### src/gapf_pkg.sv
// shared types, constants and functions of the grid A* path finder
package gapf_pkg;

    localparam int GRID_WIDTH  = 8;
    localparam int GRID_HEIGHT = 8;
    localparam int OPEN_DEPTH  = 256;
    localparam int OPEN_AW     = $clog2(OPEN_DEPTH);
    localparam int CNT_W       = OPEN_AW + 1;
    localparam int CELL_W      = 6;
    localparam int COST_W      = 7;
    localparam int DIM_W       = 4;
    localparam int CELLS       = 64;
    localparam int PATH_W      = 7;

    localparam logic OP_LOAD   = 1'b0;
    localparam logic OP_SEARCH = 1'b1;

    localparam logic REG_WIDTH  = 1'b0;
    localparam logic REG_HEIGHT = 1'b1;

    localparam logic [1:0] DIR_UP    = 2'd0;
    localparam logic [1:0] DIR_RIGHT = 2'd1;
    localparam logic [1:0] DIR_DOWN  = 2'd2;
    localparam logic [1:0] DIR_LEFT  = 2'd3;

    typedef struct packed {
        logic       operation;
        logic [2:0] cell_x;
        logic [2:0] cell_y;
        logic       blocked;
        logic [2:0] start_x;
        logic [2:0] start_y;
        logic [2:0] goal_x;
        logic [2:0] goal_y;
    } in_item_t;

    typedef struct packed {
        logic [2:0] step_x;
        logic [2:0] step_y;
        logic       found;
        logic       last_step;
    } out_item_t;

    typedef struct packed {
        logic load;
        logic search;
        logic scan_clear;
        logic scan_run;
        logic pop;
        logic load_g;
        logic dir_issue;
        logic dir_update;
        logic walk_step;
        logic walk_load;
        logic walk_end;
        logic emit_rd;
        logic emit_wr;
        logic fail_out;
    } cmd_t;

    typedef struct packed {
        logic scan_done;
        logic rd_pending;
        logic best_ok;
        logic cur_is_goal;
        logic dir_ok;
        logic dir_last;
        logic push_overflow;
        logic walk_go;
        logic out_free;
        logic emit_last;
    } stat_t;

    function automatic logic [COST_W-1:0] est(input logic [CELL_W-1:0] a,
                                              input logic [CELL_W-1:0] b);
        logic [2:0] dx;
        logic [2:0] dy;
        dx = (a[2:0] > b[2:0]) ? (a[2:0] - b[2:0]) : (b[2:0] - a[2:0]);
        dy = (a[5:3] > b[5:3]) ? (a[5:3] - b[5:3]) : (b[5:3] - a[5:3]);
        return COST_W'(dx) + COST_W'(dy);
    endfunction

    function automatic logic [DIM_W-1:0] limit_dim(input logic [DIM_W-1:0] v,
                                                   input logic [DIM_W-1:0] maxv);
        logic [DIM_W-1:0] r;
        if (v == '0)
            r = DIM_W'(1);
        else if (v > maxv)
            r = maxv;
        else
            r = v;
        return r;
    endfunction

endpackage

### src/gapf_ctrl.sv
// search sequencer state machine of the grid A* path finder
module gapf_ctrl (
    input  logic           clk,
    input  logic           rst_n,
    input  logic           req_valid,
    input  logic           req_op,
    output logic           req_ready,
    input  gapf_pkg::stat_t stat,
    output gapf_pkg::cmd_t  cmd
);
    import gapf_pkg::*;

    localparam logic [3:0] ST_IDLE  = 4'd0;
    localparam logic [3:0] ST_SCAN  = 4'd1;
    localparam logic [3:0] ST_POP   = 4'd2;
    localparam logic [3:0] ST_GCUR  = 4'd3;
    localparam logic [3:0] ST_DIR   = 4'd4;
    localparam logic [3:0] ST_CHK   = 4'd5;
    localparam logic [3:0] ST_WALK  = 4'd6;
    localparam logic [3:0] ST_WALKW = 4'd7;
    localparam logic [3:0] ST_EMITR = 4'd8;
    localparam logic [3:0] ST_EMITW = 4'd9;
    localparam logic [3:0] ST_FAIL  = 4'd10;

    logic [3:0] state_reg;
    logic [3:0] state_next;

    assign req_ready = (state_reg == ST_IDLE);

    always_comb
    begin
        state_next = state_reg;
        cmd        = '0;
        case (state_reg)
            ST_IDLE:
            begin
                if (req_valid)
                begin
                    if (req_op == OP_SEARCH)
                    begin
                        cmd.search = 1'b1;
                        state_next = ST_SCAN;
                    end
                    else
                    begin
                        cmd.load = 1'b1;
                    end
                end
            end
            ST_SCAN:
            begin
                cmd.scan_run = 1'b1;
                if (stat.scan_done && !stat.rd_pending)
                    state_next = stat.best_ok ? ST_POP : ST_FAIL;
            end
            ST_POP:
            begin
                cmd.pop    = 1'b1;
                state_next = stat.cur_is_goal ? ST_WALK : ST_GCUR;
            end
            ST_GCUR:
            begin
                cmd.load_g = 1'b1;
                state_next = ST_DIR;
            end
            ST_DIR:
            begin
                cmd.dir_issue = 1'b1;
                if (stat.dir_ok)
                    state_next = ST_CHK;
                else if (stat.dir_last)
                begin
                    cmd.scan_clear = 1'b1;
                    state_next     = ST_SCAN;
                end
            end
            ST_CHK:
            begin
                cmd.dir_update = 1'b1;
                if (stat.push_overflow)
                    state_next = ST_FAIL;
                else if (stat.dir_last)
                begin
                    cmd.scan_clear = 1'b1;
                    state_next     = ST_SCAN;
                end
                else
                    state_next = ST_DIR;
            end
            ST_WALK:
            begin
                if (stat.walk_go)
                begin
                    cmd.walk_step = 1'b1;
                    state_next    = ST_WALKW;
                end
                else
                begin
                    cmd.walk_end = 1'b1;
                    state_next   = ST_EMITR;
                end
            end
            ST_WALKW:
            begin
                cmd.walk_load = 1'b1;
                state_next    = ST_WALK;
            end
            ST_EMITR:
            begin
                if (stat.out_free)
                begin
                    cmd.emit_rd = 1'b1;
                    state_next  = ST_EMITW;
                end
            end
            ST_EMITW:
            begin
                cmd.emit_wr = 1'b1;
                state_next  = stat.emit_last ? ST_IDLE : ST_EMITR;
            end
            ST_FAIL:
            begin
                if (stat.out_free)
                begin
                    cmd.fail_out = 1'b1;
                    state_next   = ST_IDLE;
                end
            end
            default:
            begin
                state_next = ST_IDLE;
            end
        endcase
    end

    always_ff @(posedge clk or negedge rst_n)
    begin
        if (!rst_n)
            state_reg <= ST_IDLE;
        else
            state_reg <= state_next;
    end

endmodule

### config.mk
export PLATFORM = sky130hd
export DESIGN_NAME = gapf_ctrl
export DESIGN_NICKNAME = d
export VERILOG_FILES = /design/src/gapf_pkg.sv /design/src/gapf_ctrl.sv
export SDC_FILE = /design/constraint.sdc
export NUM_CORES = 1
export LEC_CHECK = 0
export BUFFER_PORTS_ARGS = -buffer_cell sky130_fd_sc_hd__buf_2
export CAP_MARGIN = 15
export CORE_AREA = 4 4 41 43
export DETAILED_ROUTE_END_ITERATION = 10
export DIE_AREA = 0 0 45 47
export GPL_TIMING_DRIVEN = 0
export PLACE_DENSITY = 0.78
export SLEW_MARGIN = 40
export SYNTH_ARGS = -nofsm -noshare
export SYNTH_HDL_FRONTEND = slang
export SYNTH_SLANG_ARGS = --single-unit
export TNS_END_PERCENT = 1
### constraint.sdc
create_clock -name clk -period 1.6 [get_ports clk]
set_input_delay 0.32 -clock clk [delete_from_list [all_inputs] [get_ports clk]]
set_output_delay 0.32 -clock clk [all_outputs]
set_load 0.1 [all_outputs]
==> results of run 1 <==
-- cell usage in the layout (no fill, tap or decap), types with 2 or more instances in the layout --
cell type   n
a21oi_1     3
buf_12      8
buf_2      13
buf_4       7
buf_6       9
clkbuf_4    3
dfrtp_2     3
inv_1       3
nand2_1     5
nand2b_1    2
nand2b_4    2
nor2_1      7
nor2_2      2
nor2_4      2
nor2b_1     2
nor3_2      4
nor3_4      2
o22ai_1     2
o32ai_1     2
-- synth_stat cells, drive strengths merged (2+ instances only) --
| library cell | number | area share, % |
|---|---|---|
| o21ai | 3 | 3.8 |
| nand2 | 5 | 3.8 |
| buf | 5 | 6.1 |
| a21oi | 3 | 3.0 |
| nor2b | 2 | 2.5 |
| nor3 | 7 | 8.1 |
| dfrtp | 4 | 20 |
| inv | 4 | 3.0 |
| nor2 | 11 | 8.3 |
| o22ai | 2 | 2.5 |
| o32ai | 2 | 3.5 |
| nand3b | 2 | 5.6 |
| nand2b | 4 | 5.0 |
-- final timing paths --
path | from | slack [ps] | to
worst max-delay path | state_reg[2] | -240 | cmd[13]
worst min-delay path | stat[1] | 350 | state_reg[3]
worst max register to register | state_reg[2] | 100 | state_reg[1]
worst min register to register | state_reg[3] | 700 | state_reg[2]
max in group asynchronous | rst_n | 1060 | state_reg[2]
min in group asynchronous | rst_n | 410 | state_reg[3]
-- timing repair --
action                     in CTS  in global routing
setup buffers                   4                  0
hold buffers                    1                  0
pin swaps                       3                  3
hold endpoints to repair        4                  0
setup endpoints to repair      15                 17
gates resized for setup        49                 16
-- worst reg2reg max path, cell delays in order (launching register included) --
cell and delay [ps]:
dfrtp_2 470, buf_4 180, nor4b_4 240, o21ai_1 170
nand4_1 170, o32ai_1 130
-- area by class of cell --
class	instances	area [um2]	area share, %
tap	15	18.8	1.87
sequential	4	104	10.3
buffer	5	48.8	4.86
clock buffer	3	22.5	2.24
multi-input combinational	55	453	45.1
timing repair buffer	33	340	33.9
inverter	4	17.5	1.74
-- metal layers --
metal	track usage, %	up-vias
met1	21.8	319
met5	0	-
li1	-	326
met2	32.8	38
met4	5.26	0
met3	4.60	6
-- report_power, final --
| group | total, W | internal (W) | switching, W |
|---|---|---|---|
| clock | 0.000131 | 0.0000843 | 0.0000468 |
| combinational | 0.00167 | 0.000578 | 0.00109 |
| sequential | 0.000241 | 0.000149 | 0.0000921 |
-- cells by family (layout without fill, tap and decap cells) --
logic type / after synthesis / in the layout / synth area share (%)
AND/OR/NAND/NOR: 38 / 38 / 46.0
AO/OA/AOI/OAI: 16 / 16 / 22.7
flip-flops: 4 / 4 / 20.2
buffers and inverters: 9 / 45 / 9.09
multiplexers: 1 / 1 / 2.02
-- stage by stage --
stage	power, W	utilization, %	cells
6_report	0.00204	77.2	119
5_1_grt	0.00214	77.2	119
4_1_cts	0.00194	71.6	119
3_5_place_dp	0.00155	54.6	111
3_3_place_gp	0.00153	54.6	111
2_1_floorplan	0.00134	-	68
==> qor.yml, run 1 <==
status: "complete, but fails checks"
violations: "setup timing"
antenna_found_initial: 0
dp_hpwl_mm: 1.22
wire_per_inst_um: 15.5
dr.pass1.iters: 4
crit_buf_inv: 1
syn_area_um2: 495
drv_slew: 0
io_buffers: 28
wl_mm: 1.84
worstPathRequired_ps: 1280
drt_iter0_drc: 14
fin_ws_ps: -237
grt_pass1_vias: 648
syn_area_per_cell_um2: 7.29
wl_met2_um: 962
clock_sinks: 4
async_reset_ff_share_pct: 100
route.detailed.drc: 0
drv_cap: 0
ant_nets: 0
std_cell_rows: 13
highest_layer: "met4"
rsz0062_at_grt: "true"
critPathMaxStageDelay_ps: 470
placed_area_um2: 711
vdd_drop_max_mv: 1.02
largest_reg_flops: 4
cp_cell_sequence: "nor4_4 > nand2_1 > nor2_4 > buf_12"
post-place-ws_ps: -275
cts_buffer_depth: 2
ys_ff_latch: 4
nNetsFinal: 120
cp_max_fo: 6
skew_ps: 1.53
clk_latency_ps: 240
setup_viol: 15
clockRootBuffer: "clkbuf_4"
hold_viol: 0
worst_slew_pin_slew_ps: 282
fin_area_mm2: 0.00100
crit_family: "simple AND/OR/NAND/NOR gates"
core_area_mm2: 0.00130
grt_use_total_pct: 18.4
synth_edf_count: 0
end_kind: "output pin"
fp.dieW_um: 45
pin_count: 29
numCtsBuffers: 3
p_per_area_mw_per_mm2: 2030
yosys_warnings: 0
p_leak_nw: 0.440
grt_overflow: 0
maxSlewHeadroom_pct: 81.0
grt_pass1_wl_mm: 2.87
crit_slowest_cell: "dfrtp_2"
worst_hold_path.num_cells: 2
place_congestion: 0.863
clk_pin_slew_worst_paths_ps: 40
cp-start-kind: "flop"
cp.depth: 4
fin_crit_sh_pct: 115
ys_seq_area_share_pct: 20.2
num_antenna_cells: 0
yosys.cell_types.count: 33
wl_met3_um: 140
setup_tns_ps: -2180
cp.arrival_ps: 1520
via_per_inst: 5.79
hp-class: "primary input to flop"
grt_max_degree: 11
area_growth_pct: 103
reg2reg_depth: 5
post-route-min-period_ps: 1840
ys.flop_type: "dfrtp_1"
syn_inst: 68
die_area_mm2: 0.00212
whs_ps: 349
path_class: "flop to output pin"
vias: 689
start_util_pct: 38.1
tritoncts: "done"
wirelength_met1_um: 691
syn-num-nets: 82
fmax_mhz: 544
drive_above_1_share_pct: 59.6
die-height_um: 47
cts.htree.levels: 1
fillers: 92
No activity file was read; power rests on OpenSTA's default activity.
==> run 2: changes to the inputs <==
--- a/config.mk
+++ b/config.mk
@@ -5,13 +5,15 @@
 export SDC_FILE = /design/constraint.sdc
 export NUM_CORES = 1
 export LEC_CHECK = 0
+export ABC_AREA = 1
 export BUFFER_PORTS_ARGS = -buffer_cell sky130_fd_sc_hd__buf_2
 export CAP_MARGIN = 15
-export CORE_AREA = 4 4 41 43
+export CORE_AREA = 2 2 39 41
 export DETAILED_ROUTE_END_ITERATION = 10
-export DIE_AREA = 0 0 45 47
+export DIE_AREA = 0 0 41 43
 export GPL_TIMING_DRIVEN = 0
-export PLACE_DENSITY = 0.78
+export PLACE_DENSITY = 0.77
+export RECOVER_POWER = 100
 export SLEW_MARGIN = 40
 export SYNTH_ARGS = -nofsm -noshare
 export SYNTH_HDL_FRONTEND = slang
==> qor.yml, run 2 <==
pin_count: 29
syn_area_um2: 482
reg2reg_depth: 8
reg2reg_from: "state_reg[2]"
whs_endpoint: "state_reg[2]"
dp_hpwl_mm: 1.18
synth.most_common_cell: "nand2_1"
worstPathRequired_ps: 1280
ys_ff_latch: 4
hp-start: "stat[6]"
grt_pass1_vias: 699
clk_latency_ps: 230
vdd_drop_max_mv: 1.39
drv_cap: 0
route.detailed.drc: 0
setup_viol: 13
status: "complete, but fails checks"
num_antenna_cells: 0
syn_area_per_cell_um2: 5.35
syn_inst: 90
dr.pass1.iters: 4
fp.dieW_um: 41
std_cell_rows: 14
yosysTopAreaCell: "nand2_1"
clockRootBuffer: "clkbuf_4"
path_class: "flop to output pin"
clk_pin_slew_worst_paths_ps: 40
final_cells: 147
synthDominantCellAreaShare_pct: 21.8
p_clk_share_pct: 6.9
yosys.cell_types.count: 15
drv_slew: 0
end_kind: "output pin"
ys_seq_area_share_pct: 20.8
fmax_mhz: 581
antenna_found_initial: 0
mostFrequentLayoutCells: "nand2_1 (25), inv_1 (12), buf_2 (12)"
skew_ps: 3.89
fin_crit_sh_pct: 107
yosys-top-cells-area: "nand2_1 (22%), dfrtp_1 (21%), inv_1 (11%)"
worst_hold_path.num_cells: 3
reg2reg_slack_ps: 270
die-height_um: 43
crit_buf_inv: 2
die_area_mm2: 0.00176
grt_use_total_pct: 23.6
tritoncts: "done"
rsz0062_at_grt: "true"
drive_above_1_share_pct: 53.4
p_per_area_mw_per_mm2: 1950
switching_share_pct: 61.9
grt_overflow: 0
nNetsFinal: 146
io_buffers: 28
pwr-share-comb_pct: 82.5
cts.htree.levels: 1
post-route-min-period_ps: 1720
area_growth_pct: 112
mostFrequentLayoutCell: "nand2_1"
synthTopCellsByCount: "nand2_1 (28), inv_1 (14), nor2_1 (14)"
grt_max_degree: 7
violations: "setup timing"
start_util_pct: 34.8
hp-class: "primary input to flop"
ys.flop_type: "dfrtp_1"
largest_reg_flops: 4
p_leak_nw: 0.535
ant_nets: 0
maxSlewHeadroom_pct: 81.6
wire_per_inst_um: 12.1
p_int_w: 0.000759
clock_sinks: 4
cp.arrival_ps: 1400
hold_viol: 0
place_congestion: 0.908
fin_ws_ps: -120
cp_cell_sequence: "inv_4 > nand2_4 > nor2_4 > nand3_1 > nand2_2 > buf_12"
cp_max_fo: 5
drt_iter0_drc: 34
core_area_mm2: 0.00138
seqPwrFrac_pct: 10.7
via_per_inst: 5.00
syn-num-nets: 104
yosys_warnings: 0
synth_edf_count: 0
r2r_end: "state_reg[3]"
async_reset_ff_share_pct: 100
power.switching_w: 0.00123
numCtsBuffers: 3
cp-start-kind: "flop"
cts_buffer_depth: 2
worst_slew_pin_slew_ps: 278
numPlacedInstances: 134
report.power.total_w: 0.00199
critPathMaxStageDelay_ps: 430
vias: 735
cp.depth: 6
grt_pass1_wl_mm: 2.88
crit_family: "simple AND/OR/NAND/NOR gates"
wl_mm: 1.78
crit_slowest_cell: "dfrtp_1"
[run 2: worst max-delay path by stage]
| stage | startpoint | endpoint | slack [ps] |
|---|---|---|---|
| floorplan | state_reg[1] | cmd[13] | -540 |
| global placement | state_reg[1] | cmd[13] | -100 |
| detailed placement | state_reg[1] | cmd[13] | -140 |
| CTS | state_reg[0] | cmd[13] | -100 |
| global route | state_reg[2] | cmd[13] | -180 |
| finish | state_reg[3] | cmd[11] | -120 |
[run 2: logic make-up after synthesis]
family                 count (synthesis)  share of synthesized area (%)
AO/OA/AOI/OAI                          3                           3.63
AND/OR/NAND/NOR                       65                           61.6
buffers and inverters                 18                           14.0
flip-flops                             4                           20.8
[run 2: through the flow]
stage          TNS, ps  util, %  worst slack [ps]  hold WS [ps]  cell area, um2
3_5_place_dp      -596     52.4              -137           128             726
5_1_grt          -1630     73.8              -182           388            1020
3_3_place_gp      -437     52.4              -102           124             726
6_report          -876     73.8              -120           354            1020
4_1_cts           -702     72.3              -105           345            1000
2_1_floorplan    -4680        -              -543          24.4             566
[run 2: repair_timing]
item                                   in CTS  in global routing
resized for setup                          54                  6
setup buffers                               8                  0
pin swaps                                   4                  1
hold buffers                                1                  0
setup endpoints to repair                  15                 15
endpoints found under the hold margin       4                  0
[run 2: cell type report]
type	instances	area (um2)
inverters	18	75.1
well taps	16	20.0
repair buffers	37	389
multi-input cells	68	407
flip-flops and latches	4	104
fillers	109	363
clock buffers	4	26.3
[run 2: tightest hold or removal path: stages]
cell and delay [ps]:
buf_2 90, a21oi_1 50, nand4_1 80
[run 2: layer usage]
layer	vias up	part of all wire [%]	GRT usage (%)
met1	335	36	27.0
met2	36	57	39.1
met5	-	0	0
met4	0	0.67	12.7
met3	3	6.7	3.66
li1	361	-	-
[run 2: power by group through the flow]
stage / combinational (W) / clock, W / sequential (W)
after floorplan: 0.00111 / 0 / 0.000193
after detailed placement: 0.00128 / 0 / 0.000206
after global placement: 0.00128 / 0 / 0.000203
after CTS: 0.00160 / 0.000147 / 0.000203
final: 0.00164 / 0.000137 / 0.000212
after global routing: 0.00175 / 0.000153 / 0.000215
